[src/blecec_pkg.sv]
// ----------------------------------------------------------------------------
// blecec_pkg: shared types and constants of the connection-event controller
// Command codes, host packet kinds, register indexes and timing constants.
// ----------------------------------------------------------------------------
package blecec_pkg;

  // Input command carried in in_tuser
  typedef enum logic [1:0] {
    CMD_TICK  = 2'd0,
    CMD_RX    = 2'd1,
    CMD_HOST  = 2'd2,
    CMD_START = 2'd3
  } cmd_t;

  // Host packet kinds; the unused code is handled as plain data
  localparam logic [1:0] PDU_PLAIN   = 2'd0;
  localparam logic [1:0] PDU_CONNUPD = 2'd1;
  localparam logic [1:0] PDU_CHANMAP = 2'd2;

  // Configuration register indexes
  localparam logic CFG_ACK_ENABLE     = 1'b0;
  localparam logic CFG_AUTO_EMPTY_PDU = 1'b1;

  // Timing constants in microseconds
  localparam int unsigned UNIT_US        = 1250;
  localparam int unsigned START_EXTRA_US = 300;

  localparam int unsigned TIMER_W = 27;
  localparam int unsigned MAP_W   = 40;

  // One result item
  typedef struct packed {
    logic               rx_accepted;
    logic [MAP_W-1:0]   map_out;
    logic               map_applied;
    logic               hop;
    logic [TIMER_W-1:0] timer_us;
    logic [15:0]        event_number;
    logic               nesn_bit;
    logic               sn_bit;
    logic               send_empty;
    logic               transmit;
  } result_t;

endpackage

[src/ble_connection_event_controller_core.sv]
// ----------------------------------------------------------------------------
// ble_connection_event_controller_core: BLE link-layer connection events
// Master-side event bookkeeping with SN/NESN acknowledgement and updates.
// ----------------------------------------------------------------------------
// Usage:
//   Input items arrive on the in_ stream: in_tuser selects the command (event
//   tick, received packet, host packet, connection start) and the host packet
//   kind; in_tdata carries the NESN bit, instant, interval, window offset and
//   channel map. Every accepted item yields exactly one result on the out_
//   stream: transmit/empty/SN/NESN flags, event number, next timer period,
//   hop pulse, channel map in use and the receive acceptance flag.
//   The result is loaded into the output register at the transfer edge and
//   offered from the next cycle on. Throughput is one item per cycle while
//   the receiver takes results; the whole update is a single pass through
//   one 16x11 multiplier and an adder.
//   The input is taken whenever the output register is empty or is being
//   drained in the same cycle, so a stalled receiver holds the result and
//   stops the input only while the output register stays full.
//   Reset (rst_n low, synchronous) clears all connection state, drops any
//   held result and sets ack_enable and auto_empty_pdu to 1. The user makes
//   configuration writes (cfg_wr_en) only with no item in flight, unenforced.
// ----------------------------------------------------------------------------
module ble_connection_event_controller_core
  import blecec_pkg::*;
#(
  parameter int MAX_RETRIES = 5
) (
  input  logic        clk,
  input  logic        rst_n,
  // input stream
  input  logic        in_tvalid,
  output logic        in_tready,
  input  logic [95:0] in_tdata,  // rx_nesn[0], instant[16:1], interval[32:17],
                                 // tw_offset[48:33], map_bits[88:49], zero
  input  logic [3:0]  in_tuser,  // command[1:0], pdu_kind[3:2]
  // result stream
  output logic        out_tvalid,
  input  logic        out_tready,
  output logic [95:0] out_tdata, // transmit[0], send_empty[1], sn_bit[2],
                                 // nesn_bit[3], event_number[19:4],
                                 // timer_us[46:20], hop[47], map_applied[48],
                                 // map_out[88:49], rx_accepted[89], zero
  // configuration
  input  logic        cfg_wr_en,
  input  logic        cfg_addr,
  input  logic        cfg_wdata
);

  localparam logic [2:0] MaxRetryCnt = 3'(MAX_RETRIES);

  // Unpack input fields
  cmd_t             command;
  logic [1:0]       pdu_kind;
  logic             rx_nesn;
  logic [15:0]      instant;
  logic [15:0]      interval;
  logic [15:0]      tw_offset;
  logic [MAP_W-1:0] map_bits;

  assign command   = cmd_t'(in_tuser[1:0]);
  assign pdu_kind  = in_tuser[3:2];
  assign rx_nesn   = in_tdata[0];
  assign instant   = in_tdata[16:1];
  assign interval  = in_tdata[32:17];
  assign tw_offset = in_tdata[48:33];
  assign map_bits  = in_tdata[88:49];

  // Configuration registers
  logic ack_enable_r, auto_empty_pdu_r;

  // Connection state
  logic             connected_r,     connected_nxt;
  logic [15:0]      event_counter_r, event_counter_nxt;
  logic [15:0]      cur_interval_r,  cur_interval_nxt;
  logic [15:0]      cur_offset_r,    cur_offset_nxt;
  logic [MAP_W-1:0] cur_map_r,       cur_map_nxt;
  logic             upd_pending_r,   upd_pending_nxt;
  logic [15:0]      upd_instant_r,   upd_instant_nxt;
  logic [15:0]      upd_interval_r,  upd_interval_nxt;
  logic [15:0]      upd_offset_r,    upd_offset_nxt;
  logic             map_pending_r,   map_pending_nxt;
  logic [15:0]      map_instant_r,   map_instant_nxt;
  logic [MAP_W-1:0] new_map_r,       new_map_nxt;
  logic             data_pending_r,  data_pending_nxt;
  logic [2:0]       retry_count_r,   retry_count_nxt;
  logic             seq_num_r,       seq_num_nxt;
  logic             next_expected_r, next_expected_nxt;

  // Output register
  logic    out_valid_r, out_valid_nxt;
  result_t res_r,       res_nxt;

  logic in_fire;
  assign in_tready = !out_valid_r || out_tready;
  assign in_fire   = in_tvalid && in_tready;

  // Timer multiplier operands
  logic [15:0]        mul_op;
  logic [TIMER_W-1:0] mul_add;
  logic [TIMER_W-1:0] timer_val;
  logic               timer_en;
  logic               upd_hit, map_hit;

  assign upd_hit = upd_pending_r && (event_counter_r == upd_instant_r);
  assign map_hit = map_pending_r && (event_counter_r == map_instant_r);

  // Select timer operand: start uses the new offset, update instant the
  // updated offset, a normal event the current interval
  always_comb begin
    mul_op   = cur_interval_r;
    mul_add  = '0;
    timer_en = 1'b0;
    unique case (command)
      CMD_START: begin
        mul_op   = tw_offset;
        mul_add  = TIMER_W'(UNIT_US + START_EXTRA_US);
        timer_en = (interval != 16'd0);
      end
      CMD_TICK: begin
        timer_en = connected_r;
        if (upd_hit) begin
          mul_op  = upd_offset_r;
          mul_add = TIMER_W'(UNIT_US);
        end
      end
      default: begin
        timer_en = 1'b0;
      end
    endcase
  end

  assign timer_val = TIMER_W'(mul_op * 11'(UNIT_US)) + mul_add;

  // Next state and result of one item
  always_comb begin
    connected_nxt     = connected_r;
    event_counter_nxt = event_counter_r;
    cur_interval_nxt  = cur_interval_r;
    cur_offset_nxt    = cur_offset_r;
    cur_map_nxt       = cur_map_r;
    upd_pending_nxt   = upd_pending_r;
    upd_instant_nxt   = upd_instant_r;
    upd_interval_nxt  = upd_interval_r;
    upd_offset_nxt    = upd_offset_r;
    map_pending_nxt   = map_pending_r;
    map_instant_nxt   = map_instant_r;
    new_map_nxt       = new_map_r;
    data_pending_nxt  = data_pending_r;
    retry_count_nxt   = retry_count_r;
    seq_num_nxt       = seq_num_r;
    next_expected_nxt = next_expected_r;
    res_nxt           = '0;
    res_nxt.timer_us  = timer_en ? timer_val : '0;

    unique case (command)
      // Load a new connection; zero interval is ignored
      CMD_START: begin
        if (interval != 16'd0) begin
          cur_interval_nxt  = interval;
          cur_offset_nxt    = tw_offset;
          cur_map_nxt       = map_bits;
          connected_nxt     = 1'b1;
          event_counter_nxt = '0;
        end
      end
      // Record update requests; queue data only when connected
      CMD_HOST: begin
        if (pdu_kind == PDU_CONNUPD) begin
          upd_instant_nxt  = instant;
          upd_interval_nxt = interval;
          upd_offset_nxt   = tw_offset;
          upd_pending_nxt  = 1'b1;
        end else if (pdu_kind == PDU_CHANMAP) begin
          map_instant_nxt = instant;
          new_map_nxt     = map_bits;
          map_pending_nxt = 1'b1;
        end
        if (connected_r) begin
          data_pending_nxt = 1'b1;
          retry_count_nxt  = '0;
        end
      end
      // Drop duplicates by NESN; a new NESN acknowledges queued data
      CMD_RX: begin
        res_nxt.rx_accepted = 1'b1;
        if (connected_r && ack_enable_r) begin
          if (rx_nesn == next_expected_r) begin
            res_nxt.rx_accepted = 1'b0;
          end else begin
            data_pending_nxt  = 1'b0;
            next_expected_nxt = rx_nesn;
            seq_num_nxt       = rx_nesn;
          end
        end
      end
      // Event tick: apply updates at their instant; run the event unless a connection update is applied
      CMD_TICK: begin
        if (connected_r) begin
          if (upd_hit) begin
            upd_pending_nxt  = 1'b0;
            cur_interval_nxt = upd_interval_r;
            cur_offset_nxt   = upd_offset_r;
          end
          if (map_hit) begin
            map_pending_nxt     = 1'b0;
            cur_map_nxt         = new_map_r;
            res_nxt.map_applied = 1'b1;
          end
          if (!upd_hit) begin
            event_counter_nxt = event_counter_r + 16'd1;
            res_nxt.hop       = 1'b1;
            if (data_pending_r) begin
              res_nxt.transmit = 1'b1;
              if (ack_enable_r) begin
                if ((retry_count_r <= MaxRetryCnt) && (retry_count_r != 3'd7)) begin
                  retry_count_nxt = retry_count_r + 3'd1;
                end else begin
                  retry_count_nxt  = '0;
                  data_pending_nxt = 1'b0;
                end
              end
            end else if (auto_empty_pdu_r) begin
              res_nxt.transmit   = 1'b1;
              res_nxt.send_empty = 1'b1;
            end
            if (res_nxt.transmit) begin
              if (ack_enable_r) begin
                res_nxt.sn_bit   = seq_num_r;
                res_nxt.nesn_bit = next_expected_r;
              end else begin
                data_pending_nxt = 1'b0;
              end
            end
          end
        end
      end
      default: begin
        res_nxt.timer_us = '0;
      end
    endcase

    res_nxt.event_number = event_counter_nxt;
    res_nxt.map_out      = cur_map_nxt;
  end

  // Hold result until taken, load on each input transfer
  always_comb begin
    out_valid_nxt = out_valid_r;
    if (in_fire) begin
      out_valid_nxt = 1'b1;
    end else if (out_tready) begin
      out_valid_nxt = 1'b0;
    end
  end

  // Control and connection state
  always_ff @(posedge clk) begin
    if (!rst_n) begin
      ack_enable_r     <= 1'b1;
      auto_empty_pdu_r <= 1'b1;
      out_valid_r      <= 1'b0;
      connected_r      <= 1'b0;
      event_counter_r  <= '0;
      cur_interval_r   <= '0;
      cur_offset_r     <= '0;
      cur_map_r        <= '0;
      upd_pending_r    <= 1'b0;
      upd_instant_r    <= '0;
      upd_interval_r   <= '0;
      upd_offset_r     <= '0;
      map_pending_r    <= 1'b0;
      map_instant_r    <= '0;
      new_map_r        <= '0;
      data_pending_r   <= 1'b0;
      retry_count_r    <= '0;
      seq_num_r        <= 1'b0;
      next_expected_r  <= 1'b0;
    end else begin
      out_valid_r <= out_valid_nxt;
      if (cfg_wr_en) begin
        unique case (cfg_addr)
          CFG_ACK_ENABLE:     ack_enable_r     <= cfg_wdata;
          CFG_AUTO_EMPTY_PDU: auto_empty_pdu_r <= cfg_wdata;
          default:            ack_enable_r     <= ack_enable_r;
        endcase
      end
      if (in_fire) begin
        connected_r     <= connected_nxt;
        event_counter_r <= event_counter_nxt;
        cur_interval_r  <= cur_interval_nxt;
        cur_offset_r    <= cur_offset_nxt;
        cur_map_r       <= cur_map_nxt;
        upd_pending_r   <= upd_pending_nxt;
        upd_instant_r   <= upd_instant_nxt;
        upd_interval_r  <= upd_interval_nxt;
        upd_offset_r    <= upd_offset_nxt;
        map_pending_r   <= map_pending_nxt;
        map_instant_r   <= map_instant_nxt;
        new_map_r       <= new_map_nxt;
        data_pending_r  <= data_pending_nxt;
        retry_count_r   <= retry_count_nxt;
        seq_num_r       <= seq_num_nxt;
        next_expected_r <= next_expected_nxt;
      end
    end
  end

  // Result payload
  always_ff @(posedge clk) begin
    if (in_fire) begin
      res_r <= res_nxt;
    end
  end

  // Pack result fields, highest first
  assign out_tvalid = out_valid_r;
  assign out_tdata  = {6'd0,
                       res_r.rx_accepted,
                       res_r.map_out,
                       res_r.map_applied,
                       res_r.hop,
                       res_r.timer_us,
                       res_r.event_number,
                       res_r.nesn_bit,
                       res_r.sn_bit,
                       res_r.send_empty,
                       res_r.transmit};

  // A sent packet always comes with a channel hop
  a_tx_hop: assert property (@(posedge clk) disable iff (!rst_n)
    out_tvalid && res_r.transmit |-> res_r.hop)
    else $error("transmit without hop");

  // Empty PDU only when a packet is sent
  a_empty_tx: assert property (@(posedge clk) disable iff (!rst_n)
    out_tvalid && res_r.send_empty |-> res_r.transmit)
    else $error("empty PDU flag without transmit");

  // An empty output register never blocks the input
  a_ready_free: assert property (@(posedge clk) disable iff (!rst_n)
    !out_tvalid |-> in_tready)
    else $error("input stalled with empty output register");

  // The retry counter moves only while data is queued or being dropped
  a_retry_range: assert property (@(posedge clk) disable iff (!rst_n)
    !data_pending_r && $past(!data_pending_r) && $past(rst_n) |-> $stable(retry_count_r))
    else $error("retry counter moved with no queued data");

endmodule
[config.mk]
export PLATFORM = sky130hd
export DESIGN_NAME = ble_connection_event_controller_core
export DESIGN_NICKNAME = d
export VERILOG_FILES = /design/src/blecec_pkg.sv /design/src/ble_connection_event_controller_core.sv
export SDC_FILE = /design/constraint.sdc
export NUM_CORES = 1
export LEC_CHECK = 0
export BUFFER_PORTS_ARGS = -buffer_cell sky130_fd_sc_hd__buf_2
export CORE_MARGIN = 5
export CORE_UTILIZATION = 53
export CTS_CLUSTER_SIZE = 24
export DETAILED_ROUTE_END_ITERATION = 10
export PLACE_DENSITY = 0.89
export SETUP_SLACK_MARGIN = 0.3
export SYNTH_ARGS = -nofsm -noshare
export SYNTH_HDL_FRONTEND = slang
export SYNTH_SLANG_ARGS = --single-unit
[constraint.sdc]
create_clock -name clk -period 7.86 [get_ports clk]
set_input_delay 1.572 -clock clk [delete_from_list [all_inputs] [get_ports clk]]
set_output_delay 1.572 -clock clk [all_outputs]
set_load 0.005 [all_outputs]
# After elaboration in Yosys (flattened, before gate mapping)
# Index checks and enable logic that the tools add are counted.
# word_totals
regBits,276
inputBits,107
output_inout_bits,98
word_cells,143
# op_classes
n_addsub,3
multipliers,1
order_cmp,1
n_eq_ne,22
muxes,55
n_bitwise,7
n_reduce_logical,28
# ops
op,count
$mux W40,3
$mux W16,7
$pmux W16 S2,3
$pmux W40 S2,1
$eq A16 B16 Y1,2
$add A27 B27 Y27,1
$mux W1,27
$mul A16 B10 Y26 const B,1
$ne A2 B2 Y1 const B,13
$pmux W11 S2,1
$mux W3,6
$add A16 B1 Y16 const B,1
$reduce_bool A16 Y1,1
$reduce_and A7 Y1,2
$mux W11,1
$reduce_and A5 Y1,2
$reduce_and A4 Y1,2
$not A1 Y1,7
$eq A2 B2 Y1 const B,3
$pmux W1 S2,3
$pmux W3 S2,1
$reduce_and A2 Y1,3
$reduce_and A3 Y1,2
$reduce_and A6 Y1,1
16 further kinds,23

# Logic depth before layout (Yosys ltp)
# depth
depth_word,10
depth_mapped,30
depth_no_buf,27

# Worst setup path after synthesis
# Ideal clock, no wire load.
# synth_timing
path_kind,in2reg
start,input port in_tuser[0]
end,register res_r (netlist bit out_tdata[46]) (data pin)
setup_ns,0.146
arrival_ns,8.034
t_required_ns,7.714
path_slack_ns,-0.320
cell_stages,28
path_buffers,3
path_cell_list,inv_1 -> ha_1 -> nand2b_1 -> buf_1 -> nor3_1 -> clkbuf_1 -> a22oi_1 -> nand2_1 -> inv_1 -> fa_1 -> inv_1 -> ha_1 -> fa_1 -> ha_1 -> inv_1 -> fa_1 -> inv_1 -> ha_1 -> clkbuf_2 -> a21oi_1 -> o22ai_1 -> or2_2 -> a211oi_1 -> nand2_1 -> nor3_1 -> nand4_1 -> or4_1 -> a21oi_1
# synth_via
elab_chain_len,4
# synth_rtl
item,line,text
start: declaration,ble_connection_event_controller_core.sv:35,"input logic [3:0] in_tuser,"
$eq A2 B2 Y1 / $logic_not A2 Y1 (equally long branches),ble_connection_event_controller_core.sv:113,unique case (command)
$pmux W16 S2,ble_connection_event_controller_core.sv:113,
$mul A16 B10 Y26,ble_connection_event_controller_core.sv:132,assign timer_val = TIMER_W'(mul_op * 11'(UNIT_US)) + mul_add;
$add A27 B27 Y27,ble_connection_event_controller_core.sv:132,
end signal: assignment,ble_connection_event_controller_core.sv:311,res_r <= res_nxt;
end: declaration,ble_connection_event_controller_core.sv:91,"result_t res_r, res_nxt;"
# Several ways; a longest one is shown, not always the timed one.
# A chain may end at the register's enable or synchronous reset.

# Worst setup path in the final report
# layout_timing
start,input port in_tuser[0]
end,register res_r (netlist bit out_tdata[45]) (data pin)
# The elaborated chain is that of the path after synthesis.

==> reports/metrics.cfg <==
[layout]
final_area_um2 = 18600
finish.utilization = 0.631
layout_commonest_cell = nand2_1
final_layout_size_suffix_gt1_frac = 0.190
layout.nets = 2165
syn_to_final_growth_pct = 18.1
layout_common_cells = nand2_1, buf_2, dfxtp_1

[timing]
rsz0062_at_grt = yes
fmax_ghz = 0.136
hold_viol_final = 0
slew_viol_final = 0
min_period_over_period = 0.933
worst_pin_slew_ns = 1.20
setup_viol = 0
skew_ns = 0.0190
holdWs_ns = 0.465
slew_headroom = 0.199
min_period_ns = 7.34

[floorplan]
io_pins = 205
rows = 63
fp.dieArea_um2 = 33200
core-area_um2 = 29500
start_util = 0.534
die_w_um = 182
die_h_um = 182

[synthesis]
async_flop_share = 0
syn-cell-area_um2 = 15700
ys_warn_count = 0
ys.flop_type = dfxtp_1
ys_seq_area_frac = 0.406
synth_edf_count = 88
synth_cells = 1745
ys_ff_latch = 275
avgSynthCellArea_um2 = 9.02
yosysUniqueCellTypes = 70

[setup_path]
critPathMaxFanout = 10
crit_type = input pin to register
cpMaxStageDelayCell = fa_1
worstRegToRegCells = 27
end_kind = register
cp_data_required_time_ns = 8.27
crit_arrival_ns = 7.74
critPathMostFrequentCell = inv_1
cp_slowest_stage_delay_ns = 0.52
start_kind = input pin

[clock_network]
cts_made_buffers = 28
clock_latency_ns = 0.56
cts.clk_slew.worst_paths_ns = 0.07
hold_buffers = 0
cts.sinks = 275
cts-root-buf = clkbuf_16
htreeDepth = 1
tritoncts = yes
cts_buffer_depth = 3

[power]
total_power_uw = 3830
power_density_nw_per_um2 = 206
peakVddDrop_mv = 0.189
cellLeakagePower_uw = 0.00826

[worst_hold_path]
holdPathStages = 2
hold_class = register to register

[placed_design]
place_congestion = 0.940
hpwl_mm = 28.6
dpl-instance-area_um2 = 17400
port_buffers = 190

[global_route]
grt_overflow = 0
grt_pass1_wl_mm = 66.4
grt_pass1_vias = 13800
grt_max_degree = 99
antenna_found_initial = 8
track_usage = 0.238

[detailed_routing]
vias_per_cell = 5.75
dr.first_iter.drc_count = 1120
post-route-drc-count = 0
wl_per_cell_um = 17.5
firstDrtPassIters = 8
dr_total_vias = 13500
drtAntennaViolNets = 0
totalWireLength_mm = 41.3

[run]
cap_violations = 0

[run_status]
status = finished clean

## state kept, by name, indices dropped and copies added (netlist names), 3 cells and up
name             count
cur_interval_r      16
cur_map_r           40
event_counter_r     16
map_instant_r       16
new_map_r           40
out_tdata           88
retry_count_r        3
upd_instant_r       16
upd_interval_r      16
upd_offset_r        16
## layout make-up
type	count	area (um2)
tap	390	488
inverter	119	449
clock buffer	43	850
sequential	275	6400
multi-input combinational	1237	8640
timing repair buffer	276	1600
clock inverter	9	144
fill	2294	10900
antenna	7	17.5
## synthesized netlist by cell type, drive strengths merged (6+ instances only)
master,count,share of area
o211ai,6,0.0029
buf,18,0.0064
nor2,58,0.014
a21o,13,0.0062
mux2i,22,0.014
and2,24,0.0095
nor2b,10,0.0040
a22oi,47,0.022
fa,34,0.043
a21boi,110,0.052
edfxtp,88,0.17
nor3b,8,0.0038
xnor2,41,0.023
or4,6,0.0031
nand4,16,0.0064
nand3,29,0.0092
inv,118,0.028
or3,9,0.0036
xor2,28,0.016
a221o,8,0.0051
dfxtp,187,0.24
o21ai,93,0.030
o31ai,11,0.0056
ha,87,0.069
and3,6,0.0024
o211a,57,0.036
nand2,328,0.078
a21oi,50,0.016
nand2b,52,0.021
clkbuf,102,0.024
nor3,16,0.0051
nor4,10,0.0049
## logic make-up after synthesis
| family | count (synthesis) | synth area share |
|---|---|---|
| buf+inv | 239 | 0.0592 |
| fa+ha+maj | 121 | 0.112 |
| compound gates | 434 | 0.199 |
| mux | 24 | 0.0154 |
| simple gates | 582 | 0.170 |
| xor+xnor | 69 | 0.0384 |
| other cells | 1 | 0.000238 |
| flops | 275 | 0.406 |
## repair_timing
| action | 4_1_cts | 5_1_grt |
|---|---|---|
| buffers inserted | 0 | 9 |
| setup endpoints to repair | 0 | 9 |
| gates resized for setup | 0 | 28 |
## path summary, 6_finish.rpt
kind / start / to / slack [ns]
min: upd_interval_r[6] / upd_interval_r[6] / 0.46
min reg2reg: upd_interval_r[6] / upd_interval_r[6] / 0.46
max reg2reg: event_counter_r[12] / out_tdata[45] / 0.58
max: in_tuser[0] / out_tdata[45] / 0.52
## per-stage QoR
step,setup slack (ns),cells,setup TNS [ns]
finish,0.523,2356,0
global route,0.187,2355,0
CTS,0.390,2339,0
detailed placement,-0.101,2287,-0.177
global placement,0.0560,2287,0
floorplan,0.303,1751,0
## worst max-delay path: cells and delay by family
kind / cells / cell delay, ns
compound gates: 3 / 0.67
simple gates: 9 / 1.82
buf+inv: 10 / 1.10
fa+ha+maj: 7 / 2.56
## where the power goes
group / switching [uW] / leakage (uW) / internal, uW
Clock: 567 / 0.000479 / 845
Combinational: 487 / 0.00536 / 361
Sequential: 33.9 / 0.00241 / 1540
Total: 1090 / 0.00826 / 2740
## layer usage
layer | share of wire | global-route usage | up-vias | wire (um)
li1 | - | - | 6413 | -
met2 | 0.51 | 0.430 | 529 | 20900
met1 | 0.39 | 0.283 | 6472 | 15900
met3 | 0.060 | 0.0315 | 124 | 2490
met4 | 0.048 | 0.107 | 4 | 2000
met5 | 0.00051 | 0 | - | 21
(Power assumes the default switching activity.)
